File: src/pgmp_pkg.sv
// Package for the PGM stream parser: job record, error codes, byte codes
// and default sizes. Used by every module of the parser; depends on nothing.
`default_nettype none
package pgmp_pkg;

  localparam int TOKEN_MAX_DEFAULT = 255;
  localparam int DIM_BITS_DEFAULT  = 16;
  localparam int QUEUE_DEPTH       = 2;
  localparam int VAL_BITS          = 17;
  localparam int DIVIDEND_BITS     = 25;
  localparam logic [VAL_BITS-1:0] VAL_SAT = 17'd131071;

  localparam logic [7:0] CH_P     = 8'h50;
  localparam logic [7:0] CH_TWO   = 8'h32;
  localparam logic [7:0] CH_FIVE  = 8'h35;
  localparam logic [7:0] CH_HASH  = 8'h23;
  localparam logic [7:0] CH_LF    = 8'h0A;
  localparam logic [7:0] CH_SPACE = 8'h20;
  localparam logic [7:0] CH_TAB   = 8'h09;
  localparam logic [7:0] CH_CR    = 8'h0D;
  localparam logic [7:0] CH_MINUS = 8'h2D;
  localparam logic [7:0] CH_PLUS  = 8'h2B;
  localparam logic [7:0] CH_ZERO  = 8'h30;
  localparam logic [7:0] CH_NINE  = 8'h39;
  localparam logic [15:0] MAX_UNSCALED = 16'd255;

  localparam logic KIND_PIXEL = 1'b0;
  localparam logic KIND_ERROR = 1'b1;

  typedef enum logic [2:0] {
    ERR_BAD_MAGIC    = 3'd0,
    ERR_NO_SPACE     = 3'd1,
    ERR_BAD_HEADER   = 3'd2,
    ERR_TOKEN_LONG   = 3'd3,
    ERR_EARLY_END    = 3'd4,
    ERR_NEG_PIXEL    = 3'd5
  } err_code_t;

  typedef struct packed {
    logic                kind;
    err_code_t           code;
    logic [VAL_BITS-1:0] value;
    logic                scale;
    logic [15:0]         max_level;
    logic [15:0]         column;
    logic [15:0]         row;
    logic                last;
  } job_t;

endpackage
`default_nettype wire

File: src/pgmp_front.sv
// Front part of the PGM parser: magic check, header tokens, comment and
// whitespace handling, pixel position. Emits jobs; depends on pgmp_pkg.
`default_nettype none
module pgmp_front #(
  parameter int TOKEN_MAX = pgmp_pkg::TOKEN_MAX_DEFAULT,
  parameter int DIM_BITS  = pgmp_pkg::DIM_BITS_DEFAULT
) (
  input  wire logic          clk,
  input  wire logic          rst,
  input  wire logic          accept,
  input  wire logic [7:0]    data_byte,
  input  wire logic          end_of_stream,
  output logic               job_push,
  output pgmp_pkg::job_t     job
);

  localparam int TLW = $clog2(TOKEN_MAX + 1);
  localparam logic [pgmp_pkg::VAL_BITS-1:0] DIM_MAX =
    pgmp_pkg::VAL_BITS'((1 << DIM_BITS) - 1);

  typedef enum logic [3:0] {
    PH_M0, PH_M1, PH_M2, PH_M1BAD, PH_M2BAD, PH_WIDTH, PH_HEIGHT, PH_MAXV,
    PH_DRAIN, PH_ASCII, PH_BIN, PH_DONE, PH_ERR
  } phase_t;

  phase_t phase, phase_next;
  logic binary_mode, binary_mode_next;
  logic in_comment, in_comment_next;
  logic [pgmp_pkg::VAL_BITS-1:0] token_value, token_value_next;
  logic [TLW-1:0] token_length, token_length_next;
  logic token_negative, token_negative_next;
  logic token_stopped, token_stopped_next;
  logic ended_on_newline, ended_on_newline_next;
  logic [DIM_BITS-1:0] image_width, image_width_next;
  logic [DIM_BITS-1:0] image_height, image_height_next;
  logic [15:0] max_level, max_level_next;
  logic [15:0] column_count, column_count_next;
  logic [15:0] row_count, row_count_next;

  logic is_ws, tok_phase, fin_req, fin_eos, fin_nl, err_req, pix_req, pix_scale;
  logic final_pix, neg, bad;
  pgmp_pkg::err_code_t err_code;
  logic [pgmp_pkg::VAL_BITS-1:0] pix_val, v;
  logic [TLW-1:0] len_inc;
  logic [20:0] acc;
  logic [16:0] col_inc;

  always_comb begin
    phase_next = phase;
    binary_mode_next = binary_mode;
    in_comment_next = in_comment;
    token_value_next = token_value;
    token_length_next = token_length;
    token_negative_next = token_negative;
    token_stopped_next = token_stopped;
    ended_on_newline_next = ended_on_newline;
    image_width_next = image_width;
    image_height_next = image_height;
    max_level_next = max_level;
    column_count_next = column_count;
    row_count_next = row_count;
    fin_req = 1'b0;
    fin_eos = 1'b0;
    fin_nl = 1'b0;
    err_req = 1'b0;
    err_code = pgmp_pkg::ERR_BAD_MAGIC;
    pix_req = 1'b0;
    pix_val = '0;
    pix_scale = 1'b0;
    neg = 1'b0;
    bad = 1'b0;
    v = token_value;
    is_ws = (data_byte == pgmp_pkg::CH_SPACE) ||
            (data_byte >= pgmp_pkg::CH_TAB && data_byte <= pgmp_pkg::CH_CR);
    tok_phase = (phase == PH_WIDTH) || (phase == PH_HEIGHT) ||
                (phase == PH_MAXV) || (phase == PH_ASCII);
    len_inc = token_length + TLW'(1);
    acc = 21'(token_value) * 21'd10 + 21'(data_byte - pgmp_pkg::CH_ZERO);
    col_inc = {1'b0, column_count} + 17'd1;
    final_pix = (row_count == 16'd0) && (col_inc >= 17'(image_width));

    if (accept && phase != PH_DONE && phase != PH_ERR) begin
      if (end_of_stream) begin
        if (tok_phase && token_length != '0) begin
          fin_req = 1'b1;
          fin_eos = 1'b1;
        end else begin
          err_req = 1'b1;
          err_code = pgmp_pkg::ERR_EARLY_END;
        end
      end else begin
        case (phase)
          PH_M0: phase_next = (data_byte == pgmp_pkg::CH_P) ? PH_M1 : PH_M1BAD;
          PH_M1: begin
            if (data_byte == pgmp_pkg::CH_TWO || data_byte == pgmp_pkg::CH_FIVE) begin
              binary_mode_next = (data_byte == pgmp_pkg::CH_FIVE);
              phase_next = PH_M2;
            end else begin
              phase_next = PH_M2BAD;
            end
          end
          PH_M1BAD: phase_next = PH_M2BAD;
          PH_M2BAD: err_req = 1'b1;
          PH_M2: begin
            if (!is_ws) begin
              err_req = 1'b1;
              err_code = pgmp_pkg::ERR_NO_SPACE;
            end else begin
              phase_next = PH_WIDTH;
            end
          end
          PH_DRAIN: if (data_byte == pgmp_pkg::CH_LF) phase_next = PH_BIN;
          PH_BIN: begin
            pix_req = 1'b1;
            pix_val = pgmp_pkg::VAL_BITS'(data_byte);
          end
          PH_WIDTH, PH_HEIGHT, PH_MAXV, PH_ASCII: begin
            // Inside a comment only the newline matters; it then acts as whitespace.
            if (in_comment && data_byte != pgmp_pkg::CH_LF) begin
              in_comment_next = 1'b1;
            end else if (!in_comment && data_byte == pgmp_pkg::CH_HASH) begin
              in_comment_next = 1'b1;
            end else begin
              in_comment_next = 1'b0;
              if (is_ws) begin
                if (token_length != '0) begin
                  fin_req = 1'b1;
                  fin_nl = (data_byte == pgmp_pkg::CH_LF);
                end
              end else begin
                token_length_next = len_inc;
                if (len_inc >= TLW'(TOKEN_MAX)) begin
                  err_req = 1'b1;
                  err_code = pgmp_pkg::ERR_TOKEN_LONG;
                end else if (len_inc == TLW'(1) && (data_byte == pgmp_pkg::CH_MINUS ||
                             data_byte == pgmp_pkg::CH_PLUS)) begin
                  token_negative_next = (data_byte == pgmp_pkg::CH_MINUS);
                end else if (!token_stopped && data_byte >= pgmp_pkg::CH_ZERO &&
                             data_byte <= pgmp_pkg::CH_NINE) begin
                  token_value_next = (acc > 21'(pgmp_pkg::VAL_SAT)) ? pgmp_pkg::VAL_SAT
                                     : acc[pgmp_pkg::VAL_BITS-1:0];
                end else begin
                  token_stopped_next = 1'b1;
                end
              end
            end
          end
          default: begin
            err_req = 1'b1;
            err_code = pgmp_pkg::ERR_EARLY_END;
          end
        endcase
      end
    end

    if (fin_req) begin
      neg = token_negative && (token_value != '0);
      token_value_next = '0;
      token_length_next = '0;
      token_negative_next = 1'b0;
      token_stopped_next = 1'b0;
      in_comment_next = 1'b0;
      if (phase == PH_ASCII) begin
        if (neg) begin
          err_req = 1'b1;
          err_code = pgmp_pkg::ERR_NEG_PIXEL;
        end else if (fin_eos && !final_pix) begin
          err_req = 1'b1;
          err_code = pgmp_pkg::ERR_EARLY_END;
        end else begin
          pix_req = 1'b1;
          pix_val = token_value;
          pix_scale = (max_level != pgmp_pkg::MAX_UNSCALED) && (max_level != 16'd0);
        end
      end else begin
        if (phase == PH_MAXV)
          bad = neg || (v == '0) || (v > 17'd65535);
        else
          bad = neg || (v == '0) || (v > DIM_MAX);
        if (bad) begin
          err_req = 1'b1;
          err_code = pgmp_pkg::ERR_BAD_HEADER;
        end else begin
          if (phase == PH_WIDTH) begin
            image_width_next = DIM_BITS'(v);
            phase_next = PH_HEIGHT;
          end else if (phase == PH_HEIGHT) begin
            image_height_next = DIM_BITS'(v);
            phase_next = PH_MAXV;
          end else begin
            max_level_next = v[15:0];
            ended_on_newline_next = fin_nl;
            column_count_next = '0;
            row_count_next = 16'(image_height) - 16'd1;
            if (!binary_mode) phase_next = PH_ASCII;
            else phase_next = fin_nl ? PH_BIN : PH_DRAIN;
          end
          if (fin_eos) begin
            err_req = 1'b1;
            err_code = pgmp_pkg::ERR_EARLY_END;
          end
        end
      end
    end

    if (pix_req) begin
      if (final_pix) begin
        phase_next = PH_DONE;
      end else if (col_inc >= 17'(image_width)) begin
        column_count_next = '0;
        row_count_next = row_count - 16'd1;
      end else begin
        column_count_next = col_inc[15:0];
      end
    end
    if (err_req) phase_next = PH_ERR;

    job_push = err_req || pix_req;
    job.kind = err_req ? pgmp_pkg::KIND_ERROR : pgmp_pkg::KIND_PIXEL;
    job.code = err_req ? err_code : pgmp_pkg::ERR_BAD_MAGIC;
    job.value = err_req ? '0 : pix_val;
    job.scale = pix_scale && !err_req;
    job.max_level = max_level;
    job.column = err_req ? 16'd0 : column_count;
    job.row = err_req ? 16'd0 : row_count;
    job.last = err_req || final_pix;
  end

  always_ff @(posedge clk) begin
    if (rst) begin
      phase <= PH_M0;
      binary_mode <= 1'b0;
      in_comment <= 1'b0;
      token_value <= '0;
      token_length <= '0;
      token_negative <= 1'b0;
      token_stopped <= 1'b0;
      ended_on_newline <= 1'b0;
      image_width <= '0;
      image_height <= '0;
      max_level <= '0;
      column_count <= '0;
      row_count <= '0;
    end else begin
      phase <= phase_next;
      binary_mode <= binary_mode_next;
      in_comment <= in_comment_next;
      token_value <= token_value_next;
      token_length <= token_length_next;
      token_negative <= token_negative_next;
      token_stopped <= token_stopped_next;
      ended_on_newline <= ended_on_newline_next;
      image_width <= image_width_next;
      image_height <= image_height_next;
      max_level <= max_level_next;
      column_count <= column_count_next;
      row_count <= row_count_next;
    end
  end

endmodule
`default_nettype wire

File: src/pgmp_queue.sv
// Short job queue between the parser front and the output back end.
// Holds pgmp_pkg::job_t records; depends on pgmp_pkg.
`default_nettype none
module pgmp_queue (
  input  wire logic           clk,
  input  wire logic           rst,
  input  wire logic           push,
  input  pgmp_pkg::job_t      push_job,
  output logic                full,
  input  wire logic           pop,
  output logic                head_valid,
  output pgmp_pkg::job_t      head_job
);

  localparam int AW = $clog2(pgmp_pkg::QUEUE_DEPTH);

  pgmp_pkg::job_t entries [pgmp_pkg::QUEUE_DEPTH];
  logic [AW-1:0] wr_ptr, rd_ptr;
  logic [AW:0] count;

  assign full = (count == (AW+1)'(pgmp_pkg::QUEUE_DEPTH));
  assign head_valid = (count != '0);
  assign head_job = entries[rd_ptr];

  always_ff @(posedge clk) begin
    if (rst) begin
      wr_ptr <= '0;
      rd_ptr <= '0;
      count <= '0;
    end else begin
      if (push) wr_ptr <= wr_ptr + AW'(1);
      if (pop) rd_ptr <= rd_ptr + AW'(1);
      count <= count + (AW+1)'(push) - (AW+1)'(pop);
    end
  end

  always_ff @(posedge clk) begin
    if (push) entries[wr_ptr] <= push_job;
  end

endmodule
`default_nettype wire

File: src/pgmp_back.sv
// Back end of the PGM parser: scales ASCII pixels by 255/max with a
// bit-serial restoring divider and holds the output register. Uses pgmp_pkg.
`default_nettype none
module pgmp_back (
  input  wire logic           clk,
  input  wire logic           rst,
  input  wire logic           head_valid,
  input  pgmp_pkg::job_t      head_job,
  output logic                pop,
  output logic                out_valid,
  input  wire logic           out_ready,
  output pgmp_pkg::job_t      out_job
);

  localparam int CW = $clog2(pgmp_pkg::DIVIDEND_BITS + 1);

  typedef enum logic [1:0] {ST_IDLE, ST_DIV, ST_WB} state_t;

  state_t state;
  logic [pgmp_pkg::DIVIDEND_BITS-1:0] dividend;
  logic [15:0] remainder;
  logic [7:0] quotient;
  logic [CW-1:0] steps;
  pgmp_pkg::job_t hold;
  logic out_free;
  logic [16:0] rem_shift;
  logic rem_ge;
  logic [pgmp_pkg::DIVIDEND_BITS-1:0] product;
  logic load_direct, load_div;
  pgmp_pkg::job_t direct_job, div_job;

  assign out_free = !out_valid || out_ready;
  assign pop = (state == ST_IDLE) && head_valid && out_free;
  assign load_direct = pop && !head_job.scale;
  assign load_div = (state == ST_WB) && out_free;
  assign rem_shift = {remainder, dividend[pgmp_pkg::DIVIDEND_BITS-1]};
  assign rem_ge = rem_shift >= {1'b0, hold.max_level};
  // v*255 as (v << 8) - v.
  assign product = (pgmp_pkg::DIVIDEND_BITS'(head_job.value) << 8) -
                   pgmp_pkg::DIVIDEND_BITS'(head_job.value);

  always_comb begin
    direct_job = head_job;
    direct_job.value = {9'd0, head_job.value[7:0]};
    div_job = hold;
    div_job.value = {9'd0, quotient};
  end

  always_ff @(posedge clk) begin
    if (rst) begin
      state <= ST_IDLE;
      out_valid <= 1'b0;
    end else begin
      if (load_direct || load_div) out_valid <= 1'b1;
      else if (out_valid && out_ready) out_valid <= 1'b0;
      if (load_direct) out_job <= direct_job;
      else if (load_div) out_job <= div_job;
      case (state)
        ST_IDLE: begin
          if (pop) begin
            hold <= head_job;
            if (head_job.scale) begin
              dividend <= product;
              remainder <= '0;
              steps <= CW'(pgmp_pkg::DIVIDEND_BITS);
              state <= ST_DIV;
            end
          end
        end
        ST_DIV: begin
          remainder <= rem_ge ? 16'(rem_shift - {1'b0, hold.max_level}) : rem_shift[15:0];
          quotient <= {quotient[6:0], rem_ge};
          dividend <= dividend << 1;
          steps <= steps - CW'(1);
          if (steps == CW'(1)) state <= ST_WB;
        end
        ST_WB: begin
          if (out_free) state <= ST_IDLE;
        end
        default: state <= ST_IDLE;
      endcase
    end
  end

endmodule
`default_nettype wire

File: src/pgm_stream_parser_core.sv
// Top level of the PGM (P2/P5) stream parser: front parser, job queue and
// scaling back end. Depends on pgmp_pkg, pgmp_front, pgmp_queue, pgmp_back.
//
//   channel | direction | tdata                         | tlast          | tuser
//   s_*     | in        | data_byte                     | end_of_stream  | -
//   m_*     | out       | pixel, column, row, err code  | last           | result_kind
//
// The front takes one byte per cycle while the two-entry job queue has room.
// A binary pixel, an ASCII pixel with max 255, or an error passes from the
// queue straight into the output register; an ASCII pixel with max other than
// 255 first goes through the one-bit-per-cycle divider of the back end, which
// takes no new job from the queue until that pixel is in the output register.
// Reset is synchronous and clears all control state; output stalls back up
// through the queue into s_tready.
`default_nettype none
module pgm_stream_parser_core #(
  parameter int TOKEN_MAX = pgmp_pkg::TOKEN_MAX_DEFAULT,
  parameter int DIM_BITS  = pgmp_pkg::DIM_BITS_DEFAULT
) (
  input  wire logic        clk,
  input  wire logic        rst,
  input  wire logic        s_tvalid,
  output logic             s_tready,
  input  wire logic [7:0]  s_tdata,   // data_byte[7:0]
  input  wire logic        s_tlast,   // end_of_stream
  output logic             m_tvalid,
  input  wire logic        m_tready,
  output logic [47:0]      m_tdata,   // pixel_value[7:0], column[23:8], row[39:24],
                                      // error_code[42:40], zero fill
  output logic             m_tlast,   // last
  output logic             m_tuser    // result_kind
);

  logic accept, job_push, q_full, pop, head_valid;
  pgmp_pkg::job_t job, head_job, out_job;

  assign s_tready = !q_full;
  assign accept = s_tvalid && s_tready;

  pgmp_front #(.TOKEN_MAX(TOKEN_MAX), .DIM_BITS(DIM_BITS)) u_front (
    .clk(clk), .rst(rst), .accept(accept), .data_byte(s_tdata),
    .end_of_stream(s_tlast), .job_push(job_push), .job(job)
  );

  pgmp_queue u_queue (
    .clk(clk), .rst(rst), .push(job_push), .push_job(job), .full(q_full),
    .pop(pop), .head_valid(head_valid), .head_job(head_job)
  );

  pgmp_back u_back (
    .clk(clk), .rst(rst), .head_valid(head_valid), .head_job(head_job),
    .pop(pop), .out_valid(m_tvalid), .out_ready(m_tready), .out_job(out_job)
  );

  assign m_tdata = {5'd0, out_job.code, out_job.row, out_job.column, out_job.value[7:0]};
  assign m_tlast = out_job.last;
  assign m_tuser = out_job.kind;

endmodule
`default_nettype wire

File: config.mk
export PLATFORM = sky130hd
export DESIGN_NAME = pgm_stream_parser_core
export DESIGN_NICKNAME = d
export VERILOG_FILES = /design/src/pgmp_pkg.sv /design/src/pgmp_front.sv /design/src/pgmp_queue.sv /design/src/pgmp_back.sv /design/src/pgm_stream_parser_core.sv
export SDC_FILE = /design/constraint.sdc
export NUM_CORES = 1
export LEC_CHECK = 0
export BUFFER_PORTS_ARGS = -buffer_cell sky130_fd_sc_hd__buf_2
export CELL_PAD_IN_SITES_DETAIL_PLACEMENT = 1
export CELL_PAD_IN_SITES_GLOBAL_PLACEMENT = 1
export CORE_MARGIN = 2
export CORE_UTILIZATION = 28
export CTS_BUF_LIST = sky130_fd_sc_hd__clkbuf_4 sky130_fd_sc_hd__clkbuf_8
export CTS_CLUSTER_SIZE = 24
export DETAILED_ROUTE_END_ITERATION = 16
export GPL_TIMING_DRIVEN = 1
export HOLD_SLACK_MARGIN = 0.1
export PLACE_DENSITY_LB_ADDON = 0.08
export SLEW_MARGIN = 40
export SYNTH_ARGS = -nofsm -noshare
export SYNTH_HDL_FRONTEND = slang
export SYNTH_SLANG_ARGS = --single-unit
File: constraint.sdc
create_clock -name clk -period 5.65 [get_ports clk]
set_input_delay 1.13 -clock clk [delete_from_list [all_inputs] [get_ports clk]]
set_output_delay 1.13 -clock clk [all_outputs]
set_load 0.01 [all_outputs]
==> run metrics <==
worst setup path end=u_front.token_value[2]$_SDFFE_PP0P_; GPL Wtd Cong=0.827; ys async rst share=0; synth unique cells=87; Std-Cell Rows=101; Slowest-stage cell, CP=dfxtp_1; largest family of logic cells by synthesized area=simple AND/OR/NAND/NOR gates; Post-Synth Simple-Gate Area=0.137; largest net degree at the start of global routing=55; MaxCap Viol Count=0; Post-synth EDFFs=294; most frequent cell after synthesis=edfxtp_1; H-tree Lvls=3; share of cells above drive strength 1=0.187; Clk Latency, worst-skew pair=0.65 ns; leakage=9.11 nW; syn_area_per_cell=11.2 µm²; slew at the pin with the worst max-slew slack=roughly 0.75 ns; cell taking the most area after synthesis=edfxtp_1; CP endpoint kind=register; hold crit path type=reg -> reg; Peak VDD IR=about 160 µV; CP arrival=between 5 and 6 ns; post-synthesis register bit count=415; Horiz. Die Dim=280 µm; Starting Density=0.281; via/cell ratio=4.87; TritonCTS buffer count=78; CTS sink count=between 400 and 500; residual DRC count=0; Switching Share=0.302; Fin Hold WS=0.446 ns; CTS tree=yes; RSZ-0062 raised after global routing=no; GRT Total Usage=0.156; post-route antenna net violation count=0; number of global-route vias before repair=15800; Ys Warns=0; WP data required=6.16 ns; Max stage delay on crit path=roughly 0.55 ns; full die area=78100 µm²; highest clock rate=0.196 GHz; CTS clk-pin slew, worst paths=0.06 ns; Tmin final=roughly 5.1 ns; Synth Area in XOR/XNOR=0.0404; Final Hold Vio Count=0; maximum buffer depth of the clock tree=3; detailed placer's ending HPWL=42700 µm; Synth top area share=0.415; Most common cell on crit path=a21oi_1; sequential share of power=0.437; initial antenna violation count=5; critical path class=reg -> reg; fin crit share=0.904; Pre-antenna DRT Iters=4; total grt overflow=0; compound-gate portion of the synthesized area=0.115; final setup vio count=0; CP Cell Sequence=ha_1, ha_1, a21o_1, a21oi_1, o21ai_0, a31oi_1, o21ai_0, o41ai_1, o21bai_1, a21oi_1, xnor2_1, ha_1, a211oi_1, a21oi_1, o21ai_0, o2111ai_2, a2111oi_4, buf_4, a21oi_1; CTS root buf=clkbuf_8; main flop type after synthesis=edfxtp_1; core area=75600 µm²; Int Pwr=6.33 mW; global-route wire length before repair=around 94000 µm; DR iter-0 viols=between 600 and 700; synth cell count leaders=edfxtp_1, nor2_1, nand2_1; area grow syn2layout=14.7%; Worst setup startpoint=u_front.token_value[4]$_SDFFE_PP0P_; mux contribution to synthesized area=0.0803; Post-CTS Setup Inserts=0; Crit Path Max Fanout=17; Max transition margin=0.486; Post-Syn Instances=between 1500 and 2000; TNS Setup=0 ns; ranking of synthesized cells by area=edfxtp_1, dfxtp_1, ha_1; Logic pwr share=0.235; count of nets after finishing=2121; Post-Synth Adder-Cell Area=0.0652; P_sw=between 2 and 3 mW; register area share after synthesis=0.529; Slew Limit Fails=0; Post-CTS Hold Buffers=0; clock power share=0.328; Final Skew=roughly 0.026 ns; post-synthesis cell area=21300 µm²; # IOs=65; Worst R2R Path Depth=19; per-cell routed wire length=20.0 µm; r2r setup slk=about 0.54 ns; CP startpoint kind=register; die height=280 µm; post-CTS resize count=0; Routed WL=60600 µm; IO buf count=59; via count=14800; Power Dens Cells=between 300 and 400 nW/µm²; outcome=completed; reg2reg start=u_front.token_value[4]$_SDFFE_PP0P_; Worst R2R End=u_front.token_value[2]$_SDFFE_PP0P_
==> routing by layer <==
layer  wire length, µm  vias to the layer above  track usage
li1                  -                     7144            -
met1             28900                     7373        0.209
met2             28600                      180        0.259
met3              1660                       90       0.0221
met4              1460                        0       0.0472
met5                 0                        -            0
==> final cells by class <==
class	count	area, µm²
antenna	2	5.00
sequential	415	11300
tap	978	1220
clock buffer	123	1440
clock inverter	16	134
timing repair buffer	101	651
multi-input combinational	1324	9380
fill	8432	51200
inverter	79	297
==> through the flow <==
step	utilization	power (mW)	instances	worst slack, ns	area, µm²
3_5_place_dp	0.302	6.21	2897	0.348	22800
3_3_place_gp	0.302	6.19	2897	0.540	22800
6_report	0.323	9.07	3038	0.541	24400
4_1_cts	0.323	9.29	3036	0.316	24400
2_1_floorplan	-	5.53	1904	0.0635	21300
5_1_grt	0.323	9.64	3037	0.0785	24400
==> power groups by stage <==
stage               registers (mW)  logic (mW)  clock network, mW
floorplan                     4.00        1.53                  0
global placement              4.02        2.17                  0
detailed placement            4.03        2.19                  0
CTS                           3.97        2.20               3.12
global route                  4.01        2.40               3.23
finish                        3.96        2.13               2.98
==> registers in the layout, indices dropped and copies added (netlist names), 2 cells and up, named ones only <==
name / count
u_back.quotient: 8
u_back.div_job: 53
u_front.image_height: 16
u_back.out_job: 45
u_back.dividend: 25
u_front.token_value: 17
u_queue.count: 2
u_front.phase: 4
u_front.max_level: 16
u_back.remainder: 16
u_queue.entries: 142
u_front.image_width: 16
u_front.column_count: 16
u_back.steps: 5
u_front.token_length: 8
u_back.state: 2
u_front.row_count: 16
==> worst max-delay path: cells and delay by family, from the launching register on <==
family	cells	cell delay, ns
AOI/OAI and AO/OA	14	3.03
xor gates and xnor gates	1	0.14
adders and majority gates	3	0.92
buffers and inverters	1	0.33
DFF	1	0.55
==> layout by cell type (no fill, tap or decap), drive strengths merged, types with 29 or more instances in the layout <==
cell	netlist	layout
dfxtp	121	121
edfxtp	294	294
xnor2	65	65
nor2	169	169
a21oi	126	126
inv	79	80
mux2i	66	66
nand2	140	140
buf	32	101
o21ai	73	73
nand2b	29	29
nor3	41	41
mux2	93	93
clkbuf	54	123
xor2	33	33
ha	106	106
and2	46	46
==> kinds of logic (layout without fill, tap and decap cells) <==
| group | count (synthesis) | count (layout) |
|---|---|---|
| other | 1 | 7 |
| AOI/OAI and AO/OA | 370 | 370 |
| xor gates and xnor gates | 98 | 98 |
| adders and majority gates | 109 | 109 |
| and+or+nand+nor | 583 | 583 |
| muxes | 159 | 159 |
| DFF | 415 | 415 |
| buffers and inverters | 165 | 319 |
==> worst min-delay path by stage <==
stage,start,slack [ns],endpoint,cells after the start
finish,u_back.quotient[5]$_DFFE_PP_,0.45,u_back.quotient[6]$_DFFE_PP_,0
floorplan,u_back.quotient[0]$_DFFE_PP_,0.43,u_back.quotient[1]$_DFFE_PP_,0
detailed placement,u_back.quotient[5]$_DFFE_PP_,0.44,u_back.quotient[6]$_DFFE_PP_,0
global route,u_back.quotient[5]$_DFFE_PP_,0.47,u_back.quotient[6]$_DFFE_PP_,0
CTS,u_back.quotient[5]$_DFFE_PP_,0.45,u_back.quotient[6]$_DFFE_PP_,0
global placement,u_back.quotient[2]$_DFFE_PP_,0.43,u_back.quotient[3]$_DFFE_PP_,0
Note: power is estimated with default switching activity, not from simulation.
